[src/hw/rtl/primality_tester_assert.svh]
// Assertion macros for the primality tester.
`ifndef PRIMALITY_TESTER_ASSERT_SVH
`define PRIMALITY_TESTER_ASSERT_SVH
`ifndef SYNTHESIS
`define PT_ASSERT(label, clk_s, rst_s, prop) \
  label: assert property (@(posedge clk_s) disable iff (rst_s) (prop)) else $error("assertion failed");
`define PT_ASSERT_NR(label, clk_s, prop) \
  label: assert property (@(posedge clk_s) (prop)) else $error("assertion failed");
`else
`define PT_ASSERT(label, clk_s, rst_s, prop)
`define PT_ASSERT_NR(label, clk_s, prop)
`endif
`endif

[src/hw/rtl/pt_pkg.sv]
// Shared types and constants for the primality tester.
`default_nettype none
package pt_pkg;
  localparam int NB = 63;
  localparam logic [2:0] METH_TRIAL = 3'd0;
  localparam logic [2:0] METH_MR    = 3'd1;
  localparam logic [2:0] METH_FERM  = 3'd2;
  localparam logic [2:0] METH_MR5   = 3'd3;
  localparam logic [2:0] METH_MR10  = 3'd4;
  localparam logic [0:0] REG_METHOD = 1'b0;
  localparam logic [0:0] REG_ROUNDS = 1'b1;
  localparam logic [63:0] LIM_A = 64'd1373653;
  localparam logic [63:0] LIM_B = 64'd25326001;

  // Small prime bases for exact mode, indexed 0..11.
  function automatic logic [5:0] prime_at(input logic [3:0] i);
    case (i)
      4'd0: prime_at = 6'd2;   4'd1: prime_at = 6'd3;   4'd2: prime_at = 6'd5;
      4'd3: prime_at = 6'd7;   4'd4: prime_at = 6'd11;  4'd5: prime_at = 6'd13;
      4'd6: prime_at = 6'd17;  4'd7: prime_at = 6'd19;  4'd8: prime_at = 6'd23;
      4'd9: prime_at = 6'd29;  4'd10: prime_at = 6'd31; 4'd11: prime_at = 6'd37;
      default: prime_at = 6'd2;
    endcase
  endfunction

  typedef enum logic [3:0] {
    ST_IDLE, ST_CHECK, ST_SPLIT, ST_BASE, ST_POW, ST_POW_WAIT, ST_SQ, ST_SQ_WAIT,
    ST_NEXT, ST_DONE
  } state_t;

  // Exponent sequencing phase in the datapath.
  typedef enum logic [1:0] {P_IDLE, P_MUL, P_SQR} ph_t;

  // Controller to datapath.
  typedef struct packed {
    logic load;       // capture candidate
    logic split_step; // shift d right one place
    logic set_base;   // load base and start pow(base, exp)
    logic fermat;     // exponent is n-1 instead of d
    logic sq_start;   // x = x*x mod n
    logic [6:0] base;
  } cmd_t;

  // Datapath to controller.
  typedef struct packed {
    logic busy;
    logic d_even;
    logic x_one;
    logic x_nm1;
    logic n_small;   // n < 2
    logic n_even;
    logic n_eq2or3;
    logic lt_a;
    logic lt_b;
    logic [NB-1:0] n;
  } stat_t;
endpackage
`default_nettype wire

[src/hw/rtl/pt_datapath.sv]
// Modular exponentiation datapath with a bit-serial mod multiplier.
`default_nettype none
module pt_datapath (
  input  wire logic           clk,
  input  wire logic           rst,
  input  wire logic [62:0]    cand,
  input  wire pt_pkg::cmd_t   cmd,
  output pt_pkg::stat_t       stat
);
  logic [62:0] n, d, e, x, bse, ma, mb, mr;
  logic [63:0] sum_ra, sum_aa;
  logic        mbusy, pbusy, psq_only, pmul_x;
  pt_pkg::ph_t ph;

  // Add-mod helpers
  assign sum_ra = {1'b0, mr} + {1'b0, ma};
  assign sum_aa = {1'b0, ma} + {1'b0, ma};

  always_ff @(posedge clk) begin
    if (rst) begin
      mbusy <= 1'b0; pbusy <= 1'b0; ph <= pt_pkg::P_IDLE;
    end else begin
      if (cmd.load) begin
        n <= cand; d <= cand - 63'd1;
      end
      if (cmd.split_step) d <= d >> 1;
      // Start exponent: x = 1 mod n, base is always below n here
      if (cmd.set_base) begin
        x <= (n == 63'd1) ? 63'd0 : 63'd1;
        bse <= {56'd0, cmd.base};
        e <= cmd.fermat ? n - 63'd1 : d;
        pbusy <= 1'b1; ph <= pt_pkg::P_IDLE; psq_only <= 1'b0;
      end
      if (cmd.sq_start) begin
        ma <= x; mb <= x; mr <= '0; mbusy <= 1'b1;
        pbusy <= 1'b1; psq_only <= 1'b1; ph <= pt_pkg::P_SQR; pmul_x <= 1'b1;
      end
      // Serial multiply: one bit of mb per cycle
      if (mbusy) begin
        if (mb[0]) mr <= (sum_ra >= {1'b0, n}) ? 63'(sum_ra - {1'b0, n}) : sum_ra[62:0];
        ma <= (sum_aa >= {1'b0, n}) ? 63'(sum_aa - {1'b0, n}) : sum_aa[62:0];
        mb <= mb >> 1;
        if (mb == 63'd0) begin
          mbusy <= 1'b0;
          if (pmul_x) x <= mr; else bse <= mr;
        end
      end else if (pbusy && !cmd.set_base && !cmd.sq_start) begin
        // Exponent sequencing
        case (ph)
          pt_pkg::P_IDLE: begin
            if (psq_only) begin
              pbusy <= 1'b0;
            end else if (e == 63'd0) begin
              pbusy <= 1'b0;
            end else if (e[0]) begin
              ma <= x; mb <= bse; mr <= '0; mbusy <= 1'b1; pmul_x <= 1'b1;
              ph <= pt_pkg::P_MUL;
            end else begin
              ma <= bse; mb <= bse; mr <= '0; mbusy <= 1'b1; pmul_x <= 1'b0;
              ph <= pt_pkg::P_SQR;
            end
          end
          pt_pkg::P_MUL: begin
            ma <= bse; mb <= bse; mr <= '0; mbusy <= 1'b1; pmul_x <= 1'b0;
            ph <= pt_pkg::P_SQR;
          end
          pt_pkg::P_SQR: begin
            if (!psq_only) e <= e >> 1;
            ph <= pt_pkg::P_IDLE;
          end
          default: ph <= pt_pkg::P_IDLE;
        endcase
      end
    end
  end

  // Status back to the controller
  always_comb begin
    stat.busy     = mbusy | pbusy;
    stat.d_even   = (d[0] == 1'b0) && (d != 63'd0);
    stat.x_one    = (x == 63'd1);
    stat.x_nm1    = (x == n - 63'd1);
    stat.n_small  = (n < 63'd2);
    stat.n_even   = ~n[0];
    stat.n_eq2or3 = (n == 63'd2) || (n == 63'd3);
    stat.lt_a     = ({1'b0, n} < pt_pkg::LIM_A);
    stat.lt_b     = ({1'b0, n} < pt_pkg::LIM_B);
    stat.n        = n;
  end
endmodule
`default_nettype wire

[src/hw/rtl/pt_control.sv]
// Test sequencer for the primality tester.
`default_nettype none
module pt_control (
  input  wire logic          clk,
  input  wire logic          rst,
  input  wire logic          start,
  input  wire logic [2:0]    method,
  input  wire logic [5:0]    rounds_cfg,
  input  wire logic          out_free,
  input  wire pt_pkg::stat_t stat,
  output pt_pkg::cmd_t       cmd,
  output logic               done,
  output logic               verdict,
  output logic               idle
);
  pt_pkg::state_t st, st_next;
  logic [5:0] r, rmax, s, j;
  logic       pass, exact, ferm;
  logic [6:0] base_c;
  logic [63:0] nm2;

  assign nm2 = {1'b0, stat.n} - 64'd2;

  // Base schedule
  always_comb begin
    if (exact) base_c = {1'b0, pt_pkg::prime_at(r[3:0])};
    else if (ferm) base_c = {1'b0, r} + 7'd2;
    else if (stat.lt_a) base_c = (r == 6'd0) ? 7'd2 : 7'd3;
    else if (stat.lt_b) base_c = (r == 6'd0) ? 7'd2 : (r == 6'd1) ? 7'd3 : 7'd5;
    else base_c = {1'b0, r} + 7'd2;
  end

  always_ff @(posedge clk) begin
    if (rst) begin
      st <= pt_pkg::ST_IDLE;
    end else begin
      st <= st_next;
      case (st)
        pt_pkg::ST_IDLE: if (start) begin
          exact <= (method == pt_pkg::METH_TRIAL);
          ferm  <= (method == pt_pkg::METH_FERM);
          case (method)
            pt_pkg::METH_TRIAL: rmax <= 6'd12;
            pt_pkg::METH_MR5:   rmax <= 6'd5;
            pt_pkg::METH_MR10:  rmax <= 6'd10;
            pt_pkg::METH_FERM:  rmax <= (rounds_cfg > 6'd2) ? rounds_cfg - 6'd2 : 6'd0;
            default:            rmax <= rounds_cfg;
          endcase
          pass <= (method <= pt_pkg::METH_MR10);
          r <= '0; s <= '0;
        end
        pt_pkg::ST_CHECK: begin
          if (stat.n_small) pass <= 1'b0;
          else if (stat.n_eq2or3) pass <= pass;
          else if (stat.n_even) pass <= 1'b0;
        end
        pt_pkg::ST_SPLIT: if (stat.d_even) s <= s + 6'd1;
        pt_pkg::ST_POW_WAIT: if (!stat.busy) j <= 6'd1;
        pt_pkg::ST_SQ_WAIT: if (!stat.busy) j <= j + 6'd1;
        pt_pkg::ST_NEXT: r <= r + 6'd1;
        default: ;
      endcase
      if (st == pt_pkg::ST_POW_WAIT && !stat.busy) begin
        if (ferm) begin
          if (!stat.x_one) pass <= 1'b0;
        end else if (!(stat.x_one || stat.x_nm1) && s <= 6'd1) pass <= 1'b0;
      end
      if (st == pt_pkg::ST_SQ_WAIT && !stat.busy && !stat.x_nm1 && j + 6'd1 >= s)
        pass <= 1'b0;
    end
  end

  // Next state
  always_comb begin
    st_next = st;
    case (st)
      pt_pkg::ST_IDLE:  if (start) st_next = pt_pkg::ST_CHECK;
      pt_pkg::ST_CHECK: begin
        if (!pass || stat.n_small || stat.n_eq2or3 || stat.n_even) st_next = pt_pkg::ST_DONE;
        else st_next = pt_pkg::ST_SPLIT;
      end
      pt_pkg::ST_SPLIT: if (!stat.d_even) st_next = pt_pkg::ST_BASE;
      pt_pkg::ST_BASE: begin
        if (r >= rmax) st_next = pt_pkg::ST_DONE;
        else if (exact && {57'd0, base_c} == {1'b0, stat.n}) st_next = pt_pkg::ST_DONE;
        else if (!exact && ({57'd0, base_c} >= nm2)) st_next = pt_pkg::ST_NEXT;
        else st_next = pt_pkg::ST_POW;
      end
      pt_pkg::ST_POW: st_next = pt_pkg::ST_POW_WAIT;
      pt_pkg::ST_POW_WAIT: if (!stat.busy) begin
        if (ferm) st_next = stat.x_one ? pt_pkg::ST_NEXT : pt_pkg::ST_DONE;
        else if (stat.x_one || stat.x_nm1) st_next = pt_pkg::ST_NEXT;
        else if (s <= 6'd1) st_next = pt_pkg::ST_DONE;
        else st_next = pt_pkg::ST_SQ;
      end
      pt_pkg::ST_SQ: st_next = pt_pkg::ST_SQ_WAIT;
      pt_pkg::ST_SQ_WAIT: if (!stat.busy) begin
        if (stat.x_nm1) st_next = pt_pkg::ST_NEXT;
        else if (j + 6'd1 >= s) st_next = pt_pkg::ST_DONE;
        else st_next = pt_pkg::ST_SQ;
      end
      pt_pkg::ST_NEXT: st_next = pt_pkg::ST_BASE;
      // hold the verdict until the output register can take it
      pt_pkg::ST_DONE: if (out_free) st_next = pt_pkg::ST_IDLE;
      default: st_next = pt_pkg::ST_IDLE;
    endcase
  end

  // Outputs
  always_comb begin
    cmd = '0;
    cmd.base = base_c;
    cmd.fermat = ferm;
    cmd.load = (st == pt_pkg::ST_IDLE) && start;
    cmd.split_step = (st == pt_pkg::ST_SPLIT) && stat.d_even;
    cmd.set_base = (st == pt_pkg::ST_POW);
    cmd.sq_start = (st == pt_pkg::ST_SQ);
    done = (st == pt_pkg::ST_DONE) && out_free;
    verdict = pass;
    idle = (st == pt_pkg::ST_IDLE);
  end
endmodule
`default_nettype wire

[src/hw/rtl/primality_tester.sv]
// Items below 4, even items and items with a disabled method go from accept through the CHECK
// and DONE states to the output register; otherwise each modular multiply is bit-serial (one
// multiplier bit per cycle), and each exponent bit of a round takes up to one multiply and one squaring.
// One item at a time; the next is taken while a result waits in the output register, and a
// finished verdict holds in the controller until that register frees.
// Reset (rst, synchronous) sets test_method 1, round_count 5.
`default_nettype none
`include "primality_tester_assert.svh"
module primality_tester (
  input  wire logic        clk,
  input  wire logic        rst,
  input  wire logic        s_tvalid,
  output logic             s_tready,
  input  wire logic [63:0] s_tdata,  // candidate[62:0], zero pad
  input  wire logic        s_tlast,  // batch_end
  output logic             m_tvalid,
  input  wire logic        m_tready,
  output logic [7:0]       m_tdata,  // is_prime, zero pad
  output logic             m_tlast,  // batch_end_out
  input  wire logic        cfg_we,
  input  wire logic        cfg_index,
  input  wire logic [5:0]  cfg_data
);
  logic [2:0] method;
  logic [5:0] rounds;
  logic start, done, verdict, idle, last_q, res, out_free;
  pt_pkg::cmd_t cmd;
  pt_pkg::stat_t stat;

  // Configuration registers
  always_ff @(posedge clk) begin
    if (rst) begin
      method <= 3'd1; rounds <= 6'd5;
    end else if (cfg_we) begin
      if (cfg_index == pt_pkg::REG_METHOD) method <= cfg_data[2:0];
      else rounds <= cfg_data;
    end
  end

  assign s_tready = idle && !rst;
  assign start = s_tvalid && s_tready;
  assign out_free = !m_tvalid || m_tready;

  // Output register, hold until taken
  always_ff @(posedge clk) begin
    if (rst) begin
      m_tvalid <= 1'b0;
    end else begin
      if (start) last_q <= s_tlast;
      if (done) begin
        m_tvalid <= 1'b1; res <= verdict; m_tlast <= last_q;
      end else if (m_tready) m_tvalid <= 1'b0;
    end
  end
  assign m_tdata = {7'd0, res};

  pt_control u_ctl (.clk, .rst, .start, .method, .rounds_cfg(rounds), .out_free, .stat,
    .cmd, .done, .verdict, .idle);
  pt_datapath u_dp (.clk, .rst, .cand(s_tdata[62:0]), .cmd, .stat);

  `PT_ASSERT(a_load_idle, clk, rst, cmd.load |-> idle)
  `PT_ASSERT(a_done_once, clk, rst, done |=> !done)
endmodule
`default_nettype wire
[config.mk]
export PLATFORM = sky130hd
export DESIGN_NAME = primality_tester
export DESIGN_NICKNAME = d
export VERILOG_FILES = /design/src/hw/rtl/pt_pkg.sv /design/src/hw/rtl/pt_datapath.sv /design/src/hw/rtl/pt_control.sv /design/src/hw/rtl/primality_tester.sv
export VERILOG_INCLUDE_DIRS = /design/src /design/src/hw/rtl
export SDC_FILE = /design/constraint.sdc
export NUM_CORES = 2
export LEC_CHECK = 0
export BUFFER_PORTS_ARGS = -buffer_cell sky130_fd_sc_hd__buf_2
export CORE_MARGIN = 2
export CORE_UTILIZATION = 50
export DETAILED_ROUTE_END_ITERATION = 16
export PLACE_DENSITY = 0.8
export SYNTH_ARGS = -nofsm -noshare
export SYNTH_HDL_FRONTEND = slang
export SYNTH_SLANG_ARGS = --single-unit
[constraint.sdc]
create_clock -name clk -period 11.2 [get_ports clk]
set_input_delay 0.56 -clock clk [delete_from_list [all_inputs] [get_ports clk]]
set_output_delay 0.56 -clock clk [all_outputs]
set_load 0.02 [all_outputs]
* Yosys cells after proc, flatten, opt, wreduce, memory -nomap -nowiden
Memory sizes are Yosys's and may differ from the RTL's. A register that Yosys moved wholly into a read port is not among the register bits. Cells that the tools add are included.
Word-level totals: memories 1, flip-flop bits (word level) 554, memory bits (read-only) 96, input port bits 77
Operators by class: reduce and logical (&&, ||, !) cells 55, bitwise logic cells 5, equality and inequality tests 27, multiplexer cells 113, $lt $le $gt $ge 11, add/subtract/negate cells 12
Memories:
- (name not given) | words 16, bits a word 6, rd ports 1, clocked after Yosys merged registers in 1, write ports 0, line pt_pkg.sv:17 | case (i)
Operator list (number):
- two-way mux 63 bit | 33
- case mux 63 bit (2 select lines) | 3
- adder 63 x 63 -> 64 bit | 2
- >= comparator 64 x 63 -> 1 bit | 2
- == test 63 x 1 -> 1 bit, second input constant | 2
- == test 63 x 2 -> 1 bit, second input constant | 2
- logical NOT 63 bit | 2
- subtractor 63 x 1 -> 63 bit, second input constant | 2
- subtractor 63 bit | 2
- two-way mux 62 bit | 2
- >= comparator 7 x 64 -> 1 bit | 1
- subtractor 63 x 2 -> 64 bit, second input constant | 1
- == test 63 bit | 1
- == test 7 x 63 -> 1 bit | 1
- < comparator 63 x 2 -> 1 bit, second input constant | 1
- < comparator 63 x 21 -> 1 bit, second input constant | 1
- < comparator 63 x 25 -> 1 bit, second input constant | 1
- nonzero test 63 bit | 1
- two-way mux 4 bit | 15
- case mux 4 bit (10 select lines) | 1
- case mux 6 bit (2 select lines) | 3
- two-way mux 7 bit | 5
- two-way mux 1 bit | 33
- two-way mux 6 bit | 5
- other kinds (37) | 101

* Depth between registers and ports, before layout
word-level depth 13, mapped depth 27, mapped depth without buffers 24

* Cells and area by module
From an unflattened synthesis, not the netlist that was laid out.
Second synthesis, totals: cell total of the unflattened synthesis 5479, area total of the unflattened synthesis 46482.1 µm²
Modules (own cells, without submodules):
- pt_datapath | instances 1, area each 42017.8 µm², cells an instance 4932
- pt_control | instances 1, area each 3857.4 µm², cells an instance 488
- primality_tester | instances 1, area each 606.8 µm², cells an instance 59

* Worst setup path before layout
Ideal clock, no wire load.
path kind in2reg, start input port rst, end register u_dp.d[0], enable pin, buffers on the path 0, data required time 10.629 ns, library setup time 0.571 ns, stages 4, slack -0.742 ns, arrival 11.371 ns, cells stage by stage inv_1 > and3_1 > nand2_1 > o21ai_0
On the way: cells in the longest elaborated chain, start to end 6, elaborated cells between the ends (all ways) 7
RTL lines:
- start: declaration | line primality_tester.sv:11 | input wire logic rst,
- logical NOT 1 bit | line primality_tester.sv:40 | assign s_tready = idle && !rst;
- logical AND 1 bit | line primality_tester.sv:40
- net s_tready | line primality_tester.sv:13 | output logic s_tready,
- logical AND 1 bit | line primality_tester.sv:41 | assign start = s_tvalid && s_tready;
- logical AND 1 bit | line pt_control.sv:114 | cmd.load = (st == pt_pkg::ST_IDLE) && start;
- nonzero test 2 bit (no line)
- AND reduction 2 bit (no line)
- end signal: assignment | line pt_datapath.sv:24 | n <= cand; d <= cand - 63'd1;
- end signal: assignment | line pt_datapath.sv:26 | if (cmd.split_step) d <= d >> 1;
- end: declaration | line pt_datapath.sv:10 | logic [62:0] n, d, e, x, bse, ma, mb, mr;
The timed path passes the listed nets, and every way through them passes these cells. A chain may end at the register's enable or synchronous reset.

* Worst setup path in the final report
start register u_dp.ma[0], end register u_dp.mr[15] (data pin)
On the way: cells in the longest elaborated chain, start to end 5, elaborated cells between the ends (all ways) 6
RTL lines:
- start: declaration | line pt_datapath.sv:10
- start signal: assignment | line pt_datapath.sv:41 | ma <= (sum_aa >= {1'b0, n}) ? 63'(sum_aa - {1'b0, n}) : sum_aa[62:0];
- adder 63 x 63 -> 64 bit * | line pt_datapath.sv:16 | assign sum_ra = {1'b0, mr} + {1'b0, ma};
- subtractor 63 bit / >= comparator 64 x 63 -> 1 bit (equally long branches) | line pt_datapath.sv:40 | if (mb[0]) mr <= (sum_ra >= {1'b0, n}) ? 63'(sum_ra - {1'b0, n}) : sum_ra[62:0];
- two-way mux 63 bit * (2 in series) | line pt_datapath.sv:40
- two-way mux 63 bit * | line pt_datapath.sv:39 | if (mbusy) begin
- end signal: assignment | line pt_datapath.sv:40
- end: declaration | line pt_datapath.sv:10
Every way passes the cells marked *; elsewhere a longest branch is shown, timed or not.

==> results.md <==
- The run finished, with violations left.
- The checks that failed: capacitance limit.
- The cell occurring most often along the worst timing path is sky130_fd_sc_hd__o21ai_0.
- The cell taking the most area after synthesis is sky130_fd_sc_hd__edfxtp_1.
- The synthesis-to-finish area growth is 7.64%.
- The synthesized netlist occupies a cell area of 0.0450 mm².
- The worst setup path is captured at a flip-flop.
- The post-CTS repair timing setup buffer count is 0.
- The clock tree from TritonCTS is done.
- VDD sags by at most 0.123 mV.
- The tightest min-delay check is of the in2reg type.
- The total detailed-routing wirelength is 187 mm.
- The largest clock skew in the final design is 38.8 ps.
- The final count of pins violating max slew is 0.
- After synthesis, flip-flops and latches occupy 36.8% of the total area.
- The remaining antenna violation count is 0.
- On the worst path, the slowest cell contributes a delay of 810 ps.
- Using the TritonRoute via totals, the vias-per-cell ratio works out to 6.79.
- The total power per unit cell area is 149 mW/mm².
- Derived from the worst setup path, the maximum achievable clock frequency is 0.125 GHz.
- The post-detailed-placement half-perimeter wirelength is 142 mm.
- The static power due to leakage is 18.1 nW.
- The number of I/O port buffers is 79.
- Counting flops with an async set or reset pin after synthesis yields a share of 0%.
- The synthesized flop and latch total is 560.
- Measured along the y axis, the die boundary spans 304 µm.
- The residual overflow from global routing is 0.
- The most used flip-flop cell after synthesis is sky130_fd_sc_hd__edfxtp_1.
- The worst-path cell with the longest stage delay is sky130_fd_sc_hd__nor3_1.
- Data arrives at the worst endpoint at 8350 ps.
- The synthesized design devotes to its leading area cell type 35.7% of total area.
- The number of enable-type register cells in the synthesized netlist is 536.
- Counting the buffers created by CTS gives 67.
- Cells with a size suffix above 1 make up 6.07% of the layout.
- The largest net degree at the start of global routing is 168.
- The worst register-to-register path has a setup slack of 3220 ps.
- Once the floorplan was initialized, standard cells occupied 50.3% of the core.
- The detail-routed net length per standard cell is 28.8 µm.
- For the pin with the worst max-slew slack, the measured transition is 1480 ps.
- The cell count after synthesis is 5406.
- The total power after layout is 0.00721 W.
- The number of nets in the final layout is 5574.
- After layout, the worst path uses 71.3% of the clock period.
- The via count of the first global-routing pass is 41000.
- Across every metal layer, demand over resource in global routing totals 39.3%.
- The clock passes through at most 3 buffers.
- The first global-routing pass estimated 271 mm of wire.
- The start-to-end type of the worst setup path is reg2reg.
- For this run, design rule violations remaining after detail routing come to 0.
- Clock tree synthesis found a total of 560 sinks.
- After synthesis, the mean cell area works out to 8.33 µm².
- The count of endpoints failing setup in the final report is 0.
- The cell at the root of the clock tree is sky130_fd_sc_hd__clkbuf_16.
- The die width is 304 µm.
- At the worst endpoint, the required time is 11570 ps.
- The die covers 0.0925 mm².
- The floorplan has 110 rows.
- After synthesis, the cell types taking the most area are sky130_fd_sc_hd__edfxtp_1 36%, sky130_fd_sc_hd__nand2_1 6.5%, sky130_fd_sc_hd__ha_1 6.4%.
- After clock tree synthesis, the clock-pin slew on the worst setup and hold paths is 60 ps.
- The number of endpoints with negative hold slack in the final report is 0.
- The clock latency on the worst-skew pair is 670 ps.
- The final estimated routing congestion in global placement is 1.03.
- The I/O pin total is 88.
- The largest fanout of any net on the critical path is 34.
- The number of unique standard cell types used by synthesis is 97.
- The hold-fix buffer count after cts is 0.
- The minimum hold slack is 76.1 ps.
- The first-pass detailed-route iteration total is 9.
- STA classifies the critical path startpoint as a flip-flop.
- The headroom to the max-slew limit is 0.233%.
- For this block, the via count after detailed routing is 44100.
- The area of the core is 0.0896 mm².
- The initial antenna violation count is 7.
- The max-cap check violation count is 1.
- In this run, post-CTS repair resized a total of 0 instances.
- The setup TNS is 0 ps.
- The number of warnings printed during yosys synthesis is 0.
- The worst path in the final design needs a cycle of 7980 ps, including I/O delays and setup.
- Setup repair after global routing left no endpoint under its margin.
- The number of DRC markers in iteration 0 is 6759.
- The maximum level of the CTS H-tree is 3.
## layout by cell type (no fill, tap or decap), types with 27 or more instances in the layout
master	n
sky130_fd_sc_hd__nand2_1	782
sky130_fd_sc_hd__edfxtp_1	536
sky130_fd_sc_hd__a21oi_1	523
sky130_fd_sc_hd__nor2_1	426
sky130_fd_sc_hd__o21ai_0	415
sky130_fd_sc_hd__nand3_1	274
sky130_fd_sc_hd__xnor2_1	266
sky130_fd_sc_hd__ha_1	229
sky130_fd_sc_hd__inv_1	147
sky130_fd_sc_hd__a21o_1	133
sky130_fd_sc_hd__nor4_1	129
sky130_fd_sc_hd__a211oi_1	120
sky130_fd_sc_hd__xor2_1	106
sky130_fd_sc_hd__nand4_1	105
sky130_fd_sc_hd__nor3_1	103
sky130_fd_sc_hd__buf_2	79
sky130_fd_sc_hd__mux2i_1	76
sky130_fd_sc_hd__clkbuf_16	72
sky130_fd_sc_hd__buf_4	61
sky130_fd_sc_hd__o21bai_1	41
sky130_fd_sc_hd__nor2b_1	40
sky130_fd_sc_hd__a222oi_1	36
sky130_fd_sc_hd__a31oi_1	35
sky130_fd_sc_hd__nand2b_1	30
sky130_fd_sc_hd__or3_1	27
sky130_fd_sc_hd__o211ai_1	27
sky130_fd_sc_hd__and2_1	27
## registers in the layout, summed over array words and instances, names as in the netlist, 2 cells and up, named ones only
| register | flops |
|---|---|
| u_dp.n | 63 |
| u_dp.ph | 2 |
| u_dp.bse | 63 |
| u_ctl.r | 6 |
| u_dp.mb | 63 |
| u_ctl.st | 4 |
| method | 3 |
| u_ctl.j | 6 |
| u_dp.e | 63 |
| u_ctl.rmax | 6 |
| rounds | 6 |
| u_dp.x | 63 |
| u_dp.d | 63 |
| u_dp.ma | 63 |
| u_ctl.s | 6 |
| u_dp.mr | 63 |
## layer usage
metal  global-route usage [%]  wire length (µm)  vias to the layer above
met2                     56.8             77500                     2934
li1                         -                 -                    19700
met1                     51.2             70600                    20800
met4                     23.3             13000                        4
met5                        0                28                        -
met3                     12.6             25900                      585
## through the flow
stage	util, %	area [µm²]	std cells	setup slack (ps)
4_1_cts	54.1	48500	6493	3390
6_report	54.1	48500	6495	3220
2_1_floorplan	-	45100	5412	1720
3_3_place_gp	51.5	46200	6372	3510
5_1_grt	54.1	48500	6493	3000
3_5_place_dp	51.5	46200	6372	3430
## synthesized netlist by cell type (all sizes together), types with 106 or more instances
library cell,number
a211oi,120
a21o,133
a21oi,525
clkbuf,304
edfxtp,536
ha,229
inv,151
nand2,784
nand3,278
nor2,429
nor3,109
nor4,134
o21ai,419
xnor2,266
xor2,106
## critical path: cells and delay by family, from the launching register on
family	cells	cell delay (ps)
fa+ha+maj	3	1080
mux	1	280
buf+inv	1	620
flops	1	480
xor+xnor	1	210
simple gates	7	2050
compound gates	12	2890
## power by group
group | switching (W) | total, W | internal [W]
clock | 0.000978 | 0.00237 | 0.00139
combinational | 0.00136 | 0.00214 | 0.000778
sequential | 0.000233 | 0.00271 | 0.00247
total | 0.00257 | 0.00721 | 0.00465
## final timing paths
kind	end	depth (start not counted)	from
setup / recovery	u_dp.mr[15]	25	u_dp.ma[0]
setup reg to reg	u_dp.mr[15]	25	u_dp.ma[0]
hold / removal	last_q	1	s_tlast
hold reg to reg	m_tlast	0	last_q
## cell type report
class | count | area (µm²)
Antenna cell | 2 | 5.00
Clock buffer | 87 | 1910
Clock inverter | 34 | 409
Fill cell | 8140 | 41100
Inverter | 154 | 582
Multi-Input combinational cell | 4340 | 26600
Sequential cell | 560 | 16600
Tap cell | 1176 | 1470
Timing Repair Buffer | 142 | 893
## cells by family after synthesis
group / count (synthesis) / share of synthesized area (%)
fa+ha+maj: 232 / 6.49
xor+xnor: 374 / 7.33
simple gates: 2079 / 21.6
other cells: 1 / 0.00832
compound gates: 1562 / 21.4
buf+inv: 512 / 4.44
flops: 560 / 36.8
mux: 86 / 1.94
Note: power is estimated with default switching activity, not from simulation.
